$ cat src/bdpc_pkg.sv
// ----------------------------------------------------------------------------
// bdpc_pkg: shared types and constants
// Press kind codes, configuration register map and the structs that carry
// configuration and result words between the debounce blocks.
// ----------------------------------------------------------------------------
package bdpc_pkg;

   // press classification codes
   typedef enum logic [1:0] {
      KIND_NONE  = 2'd0,
      KIND_SHORT = 2'd1,
      KIND_LONG  = 2'd2
   } kind_type;

   // configuration register map (index = byte address / 4)
   localparam int CSR_ADDR_W   = 3;
   localparam int CSR_DATA_W   = 32;
   localparam logic REG_DEBOUNCE   = 1'b0;
   localparam logic REG_HOLD_LIMIT = 1'b1;

   localparam int DEBOUNCE_W = 8;
   localparam int PRESS_W    = 16;

   localparam logic [DEBOUNCE_W-1:0] DEBOUNCE_RESET   = 8'd50;
   localparam logic [PRESS_W-1:0]    HOLD_LIMIT_RESET = 16'd1000;

   typedef struct packed {
      logic [DEBOUNCE_W-1:0] debounce_ticks;
      logic [PRESS_W-1:0]    hold_limit_ticks;
   } cfg_type;

   typedef struct packed {
      kind_type press_kind;
      logic     stable_pressed;
      logic     press_pending;
   } result_type;

endpackage

$ cat src/bdpc_csr.sv
// ----------------------------------------------------------------------------
// bdpc_csr: configuration registers
// APB-style register file holding the debounce time and long hold threshold.
// ----------------------------------------------------------------------------
module bdpc_csr
   import bdpc_pkg::*;
(
   input  logic                  clock,
   input  logic                  reset,
   input  logic                  csr_psel,
   input  logic                  csr_penable,
   input  logic                  csr_pwrite,
   input  logic [CSR_ADDR_W-1:0] csr_paddr,
   input  logic [CSR_DATA_W-1:0] csr_pwdata,
   output logic [CSR_DATA_W-1:0] csr_prdata,
   output logic                  csr_pready,
   output cfg_type               cfg
);

   logic [DEBOUNCE_W-1:0] debounce_ff;
   logic [PRESS_W-1:0]    hold_limit_ff;
   logic                  wr_en;
   logic                  reg_idx;

   assign csr_pready = 1'b1;
   assign reg_idx    = csr_paddr[2];
   assign wr_en      = csr_psel && csr_penable && csr_pwrite && csr_pready;

   // write the addressed register on the access cycle
   always_ff @(posedge clock) begin
      if (reset) begin
         debounce_ff   <= DEBOUNCE_RESET;
         hold_limit_ff <= HOLD_LIMIT_RESET;
      end else if (wr_en) begin
         case (reg_idx)
            REG_DEBOUNCE:   debounce_ff   <= csr_pwdata[DEBOUNCE_W-1:0];
            REG_HOLD_LIMIT: hold_limit_ff <= csr_pwdata[PRESS_W-1:0];
            default: ;
         endcase
      end
   end

   // read back the addressed register
   always_comb begin
      case (reg_idx)
         REG_DEBOUNCE:   csr_prdata = {{(CSR_DATA_W-DEBOUNCE_W){1'b0}}, debounce_ff};
         REG_HOLD_LIMIT: csr_prdata = {{(CSR_DATA_W-PRESS_W){1'b0}}, hold_limit_ff};
         default:        csr_prdata = '0;
      endcase
   end

   assign cfg.debounce_ticks   = debounce_ff;
   assign cfg.hold_limit_ticks = hold_limit_ff;

endmodule

$ cat src/bdpc_core.sv
// ----------------------------------------------------------------------------
// bdpc_core: tick update
// Holds the debounce state and computes one tick's state update and result
// word; the state advances only when the tick is committed.
// ----------------------------------------------------------------------------
module bdpc_core
   import bdpc_pkg::*;
(
   input  logic       clock,
   input  logic       reset,
   input  cfg_type    cfg,
   input  logic       tick_en,
   input  logic       pin_level,
   input  logic       take,
   output result_type result
);

   logic                  stable_level_ff, stable_level_in;
   logic [DEBOUNCE_W-1:0] since_change_ff, since_change_in;
   logic [PRESS_W-1:0]    press_ticks_ff,  press_ticks_in;
   kind_type              pending_kind_ff, pending_kind_in;

   logic [DEBOUNCE_W-1:0] since_inc;
   logic [PRESS_W-1:0]    press_inc;
   logic                  change;
   kind_type              kind_upd;

   // count elapsed ticks, saturating
   assign since_inc = (&since_change_ff) ? since_change_ff : since_change_ff + 1'b1;
   assign press_inc = (&press_ticks_ff)  ? press_ticks_ff  : press_ticks_ff  + 1'b1;

   // accept a level change once the lockout has run out
   assign change = (pin_level != stable_level_ff) && (since_inc >= cfg.debounce_ticks);

   always_comb begin
      stable_level_in = stable_level_ff;
      since_change_in = since_inc;
      press_ticks_in  = press_inc;
      kind_upd        = pending_kind_ff;
      if (change) begin
         stable_level_in = pin_level;
         since_change_in = '0;
         if (!pin_level) begin
            press_ticks_in = '0;
            kind_upd       = KIND_NONE;
         end else begin
            kind_upd = (press_inc < cfg.hold_limit_ticks) ? KIND_SHORT : KIND_LONG;
         end
      end
      // take reads and clears the pending kind after the update
      pending_kind_in       = take ? KIND_NONE : kind_upd;
      result.press_kind     = take ? kind_upd : KIND_NONE;
      result.stable_pressed = !stable_level_in;
      result.press_pending  = (pending_kind_in != KIND_NONE);
   end

   // commit the tick
   always_ff @(posedge clock) begin
      if (reset) begin
         stable_level_ff <= 1'b1;
         since_change_ff <= '0;
         press_ticks_ff  <= '0;
         pending_kind_ff <= KIND_NONE;
      end else if (tick_en) begin
         stable_level_ff <= stable_level_in;
         since_change_ff <= since_change_in;
         press_ticks_ff  <= press_ticks_in;
         pending_kind_ff <= pending_kind_in;
      end
   end

endmodule

$ cat src/button_debounce_press_classifier_top.sv
// Words pass the input register, the tick update and the result register to
// the rsp ports, one word per cycle while rsp_ready does not stall; the tick
// state is updated in a single registered step between those two registers.
// Reset (synchronous, active high): level released, counters and pending
// press cleared, debounce 50 ticks, long hold threshold 1000 ticks.
// ----------------------------------------------------------------------------
// button_debounce_press_classifier_top: debounce and press classifier
// Input register, tick update core, result register and register file.
// ----------------------------------------------------------------------------
module button_debounce_press_classifier_top
   import bdpc_pkg::*;
(
   input  logic                  clock,
   input  logic                  reset,
   input  logic                  req_valid,
   output logic                  req_ready,
   input  logic                  req_pin_level,
   input  logic                  req_take,
   output logic                  rsp_valid,
   input  logic                  rsp_ready,
   output logic [1:0]            rsp_press_kind,
   output logic                  rsp_stable_pressed,
   output logic                  rsp_press_pending,
   input  logic                  csr_psel,
   input  logic                  csr_penable,
   input  logic                  csr_pwrite,
   input  logic [CSR_ADDR_W-1:0] csr_paddr,
   input  logic [CSR_DATA_W-1:0] csr_pwdata,
   output logic [CSR_DATA_W-1:0] csr_prdata,
   output logic                  csr_pready
);

   cfg_type    cfg;
   result_type result;

   logic       in_valid_ff;
   logic       in_pin_ff;
   logic       in_take_ff;
   logic       rsp_valid_ff;
   result_type rsp_word_ff;
   logic       rsp_free;
   logic       advance;

   bdpc_csr u_csr (
      .clock       (clock),
      .reset       (reset),
      .csr_psel    (csr_psel),
      .csr_penable (csr_penable),
      .csr_pwrite  (csr_pwrite),
      .csr_paddr   (csr_paddr),
      .csr_pwdata  (csr_pwdata),
      .csr_prdata  (csr_prdata),
      .csr_pready  (csr_pready),
      .cfg         (cfg)
   );

   // move a word forward when the result register is free or being drained
   assign rsp_free  = !rsp_valid_ff || rsp_ready;
   assign advance   = in_valid_ff && rsp_free;
   assign req_ready = !in_valid_ff || rsp_free;

   // input register
   always_ff @(posedge clock) begin
      if (reset) begin
         in_valid_ff <= 1'b0;
      end else if (req_ready) begin
         in_valid_ff <= req_valid;
      end
   end

   always_ff @(posedge clock) begin
      if (req_ready && req_valid) begin
         in_pin_ff  <= req_pin_level;
         in_take_ff <= req_take;
      end
   end

   bdpc_core u_core (
      .clock     (clock),
      .reset     (reset),
      .cfg       (cfg),
      .tick_en   (advance),
      .pin_level (in_pin_ff),
      .take      (in_take_ff),
      .result    (result)
   );

   // result register
   always_ff @(posedge clock) begin
      if (reset) begin
         rsp_valid_ff <= 1'b0;
      end else if (rsp_free) begin
         rsp_valid_ff <= in_valid_ff;
      end
   end

   always_ff @(posedge clock) begin
      if (advance) begin
         rsp_word_ff <= result;
      end
   end

   assign rsp_valid          = rsp_valid_ff;
   assign rsp_press_kind     = rsp_word_ff.press_kind;
   assign rsp_stable_pressed = rsp_word_ff.stable_pressed;
   assign rsp_press_pending  = rsp_word_ff.press_pending;

`ifndef SYNTH
   // a classified press exists only while the button is released
   a_pending_released: assert property (@(posedge clock) disable iff (reset)
      rsp_valid && rsp_press_pending |-> !rsp_stable_pressed)
      else $error("press pending while button held");

   // a take hands out the kind and leaves nothing pending
   a_take_clears: assert property (@(posedge clock) disable iff (reset)
      rsp_valid && (rsp_press_kind != KIND_NONE) |-> !rsp_press_pending)
      else $error("pending press not cleared by take");

   // only the defined kind codes leave the block
   a_kind_code: assert property (@(posedge clock) disable iff (reset)
      rsp_valid |-> (rsp_press_kind == KIND_NONE || rsp_press_kind == KIND_SHORT ||
                     rsp_press_kind == KIND_LONG))
      else $error("undefined press kind");

   // a stalled input word keeps its contents
   a_in_hold: assert property (@(posedge clock) disable iff (reset)
      in_valid_ff && !advance |=> in_valid_ff && $stable(in_pin_ff) && $stable(in_take_ff))
      else $error("input register lost a stalled word");
`endif

endmodule
$ cat config.mk
export PLATFORM = sky130hd
export DESIGN_NAME = button_debounce_press_classifier_top
export DESIGN_NICKNAME = d
export VERILOG_FILES = /design/src/bdpc_pkg.sv /design/src/bdpc_csr.sv /design/src/bdpc_core.sv /design/src/button_debounce_press_classifier_top.sv
export SDC_FILE = /design/constraint.sdc
export NUM_CORES = 1
export LEC_CHECK = 0
export BUFFER_PORTS_ARGS = -buffer_cell sky130_fd_sc_hd__buf_2
export CAP_MARGIN = 20
export CORE_MARGIN = 10
export CORE_UTILIZATION = 40
export DETAILED_ROUTE_END_ITERATION = 8
export PLACE_DENSITY = 0.64
export SYNTH_ARGS = -nofsm -noshare
export SYNTH_HDL_FRONTEND = slang
export SYNTH_SLANG_ARGS = --single-unit
$ cat constraint.sdc
create_clock -name clock -period 3.6 [get_ports clock]
set_input_delay 0.36 -clock clock [delete_from_list [all_inputs] [get_ports clock]]
set_output_delay 0.36 -clock clock [all_outputs]
set_load 0.05 [all_outputs]
# After elaboration in Yosys (flattened, before gate mapping)
# Index checks and enable logic that the tools add are counted.
[totals]
reg_bits = 59
[classes]
addsub = 2
n_mux = 11
magnitude_cmp = 2
bitwise_logic = 1
n_reduce_logical = 15
n_eq_ne = 1
[op_table]
columns = ["operator", "n"]
rows = [
  ["32-bit one-hot mux with 2 select lines", 1],
  ["16-bit 2-to-1 mux", 3],
  ["16-bit by 1-bit adder with 16-bit output, second input constant", 1],
  ["16-bit less-than comparator", 1],
  ["8-bit 2-to-1 mux", 2],
  ["16-bit AND reduction", 1],
  ["8-bit by 1-bit adder with 8-bit output, second input constant", 1],
  ["8-bit >= comparator", 1],
  ["2-bit 2-to-1 mux", 4],
  ["8-bit AND reduction", 1],
  ["1-bit logical AND", 5],
  ["2-bit AND reduction", 2],
  ["1-bit logical NOT", 3],
  ["1-bit logical OR", 2],
  ["2-bit nonzero test", 1],
  ["1-bit 2-to-1 mux", 1],
  ["1-bit inequality test", 1],
  ["1-bit NOT", 1],
]

# Logic depth before layout (Yosys ltp)
[depth]
word_depth = 8
ltp_mapped = 15
depth_no_buf = 14

# Cells and area by module
# From an unflattened synthesis, not the netlist that was laid out.
[unflattened]
cells_unflattened = 464
hier_area_um2 = 4033.9
[modules_own_cells]
columns = ["module", "instances", "area_per_inst_um2", "cells_each"]
rows = [
  ["bdpc_core", 1, 2414.8, 308],
  ["bdpc_csr", 1, 1335.0, 140],
  ["button_debounce_press_classifier_top", 1, 284.0, 16],
]

# Least setup slack after synthesis
# No wires, ideal clock.
[synth_timing]
path_kind = "register to register"
startpoint = "register u_core.press_ticks_ff[0]"
endpoint = "register rsp_word_ff, in the netlist rsp_press_pending, data pin"
period_less_slack_ns = 3.333
required_ns = 3.340
setup_slack_ns = 0.267
stages_incl_launch_ff = 15
t_arrival_ns = 3.072
path_cell_list = "dfxtp_1 -> ha_1 -> nand4_1 -> nor2_1 -> a21oi_1 -> nand2_1 -> xnor2_1 -> ha_1 -> a211oi_1 -> o21ai_1 -> a221o_1 -> or3_4 -> nor4_1 -> a21o_2 -> a21oi_2"
[synth_rtl]
columns = ["element", "line", "text"]
rows = [
  ["start, declared", "bdpc_core.sv:20", "logic [PRESS_W-1:0] press_ticks_ff, press_ticks_in;"],
  ["start signal, assigned", "bdpc_core.sv:67", "press_ticks_ff <= press_ticks_in;"],
  ["end signal, assigned", "button_debounce_press_classifier_top.sv:99", "rsp_word_ff <= result;"],
  ["end, declared", "button_debounce_press_classifier_top.sv:40", "result_type rsp_word_ff;"],
]

==> metrics <==
highest clock rate=286 MHz; worst path required time=3.79 ns; crit path time final=3.50 ns; P&R area growth vs syn=22.2%; Worst VDD drop=171 µV; Core Util, Final=50.6%; setup_tns=0 ns; mux share of post-synthesis cell area=2.86%; Clock Pin Slew Worst Setup and Hold Paths=0.07 ns; setup slack after layout=0.103 ns; PortBufs=47; Synth top area share=29.2%; mapped cell area=0.00363 mm²; final RePlAce weighted congestion=0.876; Critical Path, Cell by Cell=nand4_1, or3_4, a21oi_2, nand2_1, xnor2_1, ha_1, a211oi_2, o21ai_1, a221o_1, or3_4, buf_4, o221ai_2, a31oi_2, a21oi_2; Synth Area in Simple Gates=22.0%; post-synthesis average cell area=8.14 µm²; hold path endpoint=in_pin_ff; initial core utilization=41.4%; Pwr Density=358 mW/mm²; Post-Route WL=9.15 mm; crit path kind=register to register; share of layout cells above drive strength 1=25.7%; CTS H-tree depth=3; Clock Tree Buf Depth=2; largest net degree at the start of global routing=49; CP max FO=5; Yosys top cell by area=dfxtp_1; worst r2r path cells=14; Skew-Pair Late Insertion Delay=0.34 ns; Primary FF master, synth=dfxtp_1; dpl cells=607; ys async rst share=0%; Post-DP Area=0.00404 mm²; r2r setup slk=0.10 ns; DR vias=3278; Top Ports=83; slowest CP cell=or3_4; Slew @ Worst Pin=0.990 ns; initial antenna violation count=0; Hold Crit Class=primary input to register; Slew HR=33.8%; fin area=0.00444 mm²; top post-synthesis cells by area=dfxtp_1 (29%), ha_1 (8.6%), nor2_1 (5.4%), nand2_1 (5.3%), edfxtp_1 (5.0%); top cells by count, synth=dfxtp_1 (53), nor2_1 (52), nand2_1 (51); Sink Count=59; xor/xnor share of the synthesized area=4.55%; Min Hold Slack=0.203 ns; Final Cycle Share=97.1%; vias in the first global route=3139; CP max stage delay=0.45 ns; final setup violation count=0; synthesized instance count=446; post-DR wirelength/cell=14.6 µm; Final Hold Viols=0; clock skew=0.0106 ns; first-pass GRT wire length=14.8 mm; clock buffer count from CTS=9; WP data arrival=3.69 ns; register area share after synthesis=34.2%; status=complete, no violations; number of synthesized flops with an enable pin=6; ANT cells=0; DIE AREA=0.0133 mm²; CTS tree=built; post-route ant nets=0; MaxCap Viol Count=0; distinct cell type count after synthesis=59; num rows=34; Final Non-Filler Cells=626; NumNets Final=582; Root Buffer=clkbuf_8; Iter 0 DRT Violations=150; global route overflow=0; Via density=5.24; CP Launch Type=register; max-slew violation count=0; die width=115 µm; Tot Pwr=1.59 mW; Die H=115 µm; largest family of logic cells by synthesized area=simple AND/OR/NAND/NOR gates; Post-DP HPWL=6.78 mm; yosys synthesis warning count=0; adder-cell area share of the yosys netlist=8.61%; reg2reg end=rsp_press_pending; WHS Path Cells=1; drt first pass iters=4; FF-to-FF Start=u_core.press_ticks_ff[0]; hold path start=req_pin_level; Core Area=0.00876 mm²; top-count cell post-synth=dfxtp_1; gr usage total=13.5%; Setup crit end kind=register; P_leak=1.85 nW; synthesized flop and latch total=59; drt drc=0; post-synthesis compound-gate area fraction=18.8%; pre-CTS setup slack=-0.00107 ns
## cell type report
cell class | count | area (µm²)
inverters | 36 | 135
well taps | 108 | 135
clock buffers | 12 | 155
multi-input cells | 335 | 2260
clock inverters | 4 | 72.6
flip-flops and latches | 59 | 1250
fillers | 863 | 4330
repair buffers | 72 | 423
## power breakdown
part           internal [mW]  switching, mW
clock                  0.427          0.272
combinational         0.0518          0.151
sequential             0.678         0.0108
## how the worst max path moves through the flow
stage | from | end | slack, ns | cells after the start
CTS | u_core.press_ticks_ff[11] | rsp_press_pending | 0.02 | 13
floorplan | u_core.press_ticks_ff[0] | rsp_press_pending | 0.27 | 14
global placement | u_core.since_change_ff[2] | rsp_press_pending | 0.08 | 14
finish | u_core.press_ticks_ff[0] | rsp_press_pending | 0.10 | 14
global route | u_core.press_ticks_ff[0] | rsp_press_pending | -0.08 | 14
detailed placement | u_core.press_ticks_ff[0] | rsp_press_pending | -0.001 | 13
## placed cells by master, fill, tap and decap left out, drive strengths merged, types with 6 or more instances in the layout
cell	count
buf	72
nor2	53
dfxtp	53
nand2	51
inv	35
a21oi	31
ha	25
o21ai	24
conb	17
nand3	16
xnor2	15
clkbuf	12
a211o	10
nand4	9
mux2i	7
a22oi	7
nor3	7
a22o	6
edfxtp	6
## registers in the layout, summed over array words and instances, names as in the netlist
name                    count
u_core.press_ticks_ff      16
u_csr.hold_limit_ff        16
u_core.since_change_ff      8
u_csr.debounce_ff           8
rsp_press_kind              2
u_core.pending_kind_ff      2
in_pin_ff                   1
in_take_ff                  1
in_valid_ff                 1
rsp_press_pending           1
rsp_stable_pressed          1
rsp_valid                   1
u_core.stable_level_ff      1
## cells by family (layout without fill, tap and decap cells)
family	Yosys count	after routing
DFF	59	59
buffers and inverters	67	124
other	2	17
muxes	10	10
xor gates and xnor gates	18	18
adders and majority gates	25	25
and+or+nand+nor	165	165
AOI/OAI and AO/OA	100	100
## per-layer routing
layer | GRT usage, % | up-vias | part of all wire [%]
li1 | - | 1659 | -
met1 | 16.3 | 1546 | 45
met2 | 22.5 | 64 | 48
met3 | 4.01 | 9 | 5.8
met4 | 4.62 | 0 | 0.95
met5 | 0 | - | 0
## what timing repair did
item,CTS,global route
hold buffers,0,0
endpoints found under the setup margin,1,29
gates resized for setup,1,32
buffers inserted,0,3
pin swaps,0,15
## worst max-delay path: cells and delay by family (launching register included)
| family | cells | cell delay, ns |
|---|---|---|
| flip-flops | 1 | 0.37 |
| adder cells (fa/ha/maj) | 1 | 0.32 |
| XOR/XNOR | 1 | 0.27 |
| AO/OA/AOI/OAI | 7 | 1.14 |
| AND/OR/NAND/NOR | 4 | 1.11 |
| buffers and inverters | 1 | 0.16 |
Note: power is estimated with default switching activity, not from simulation.
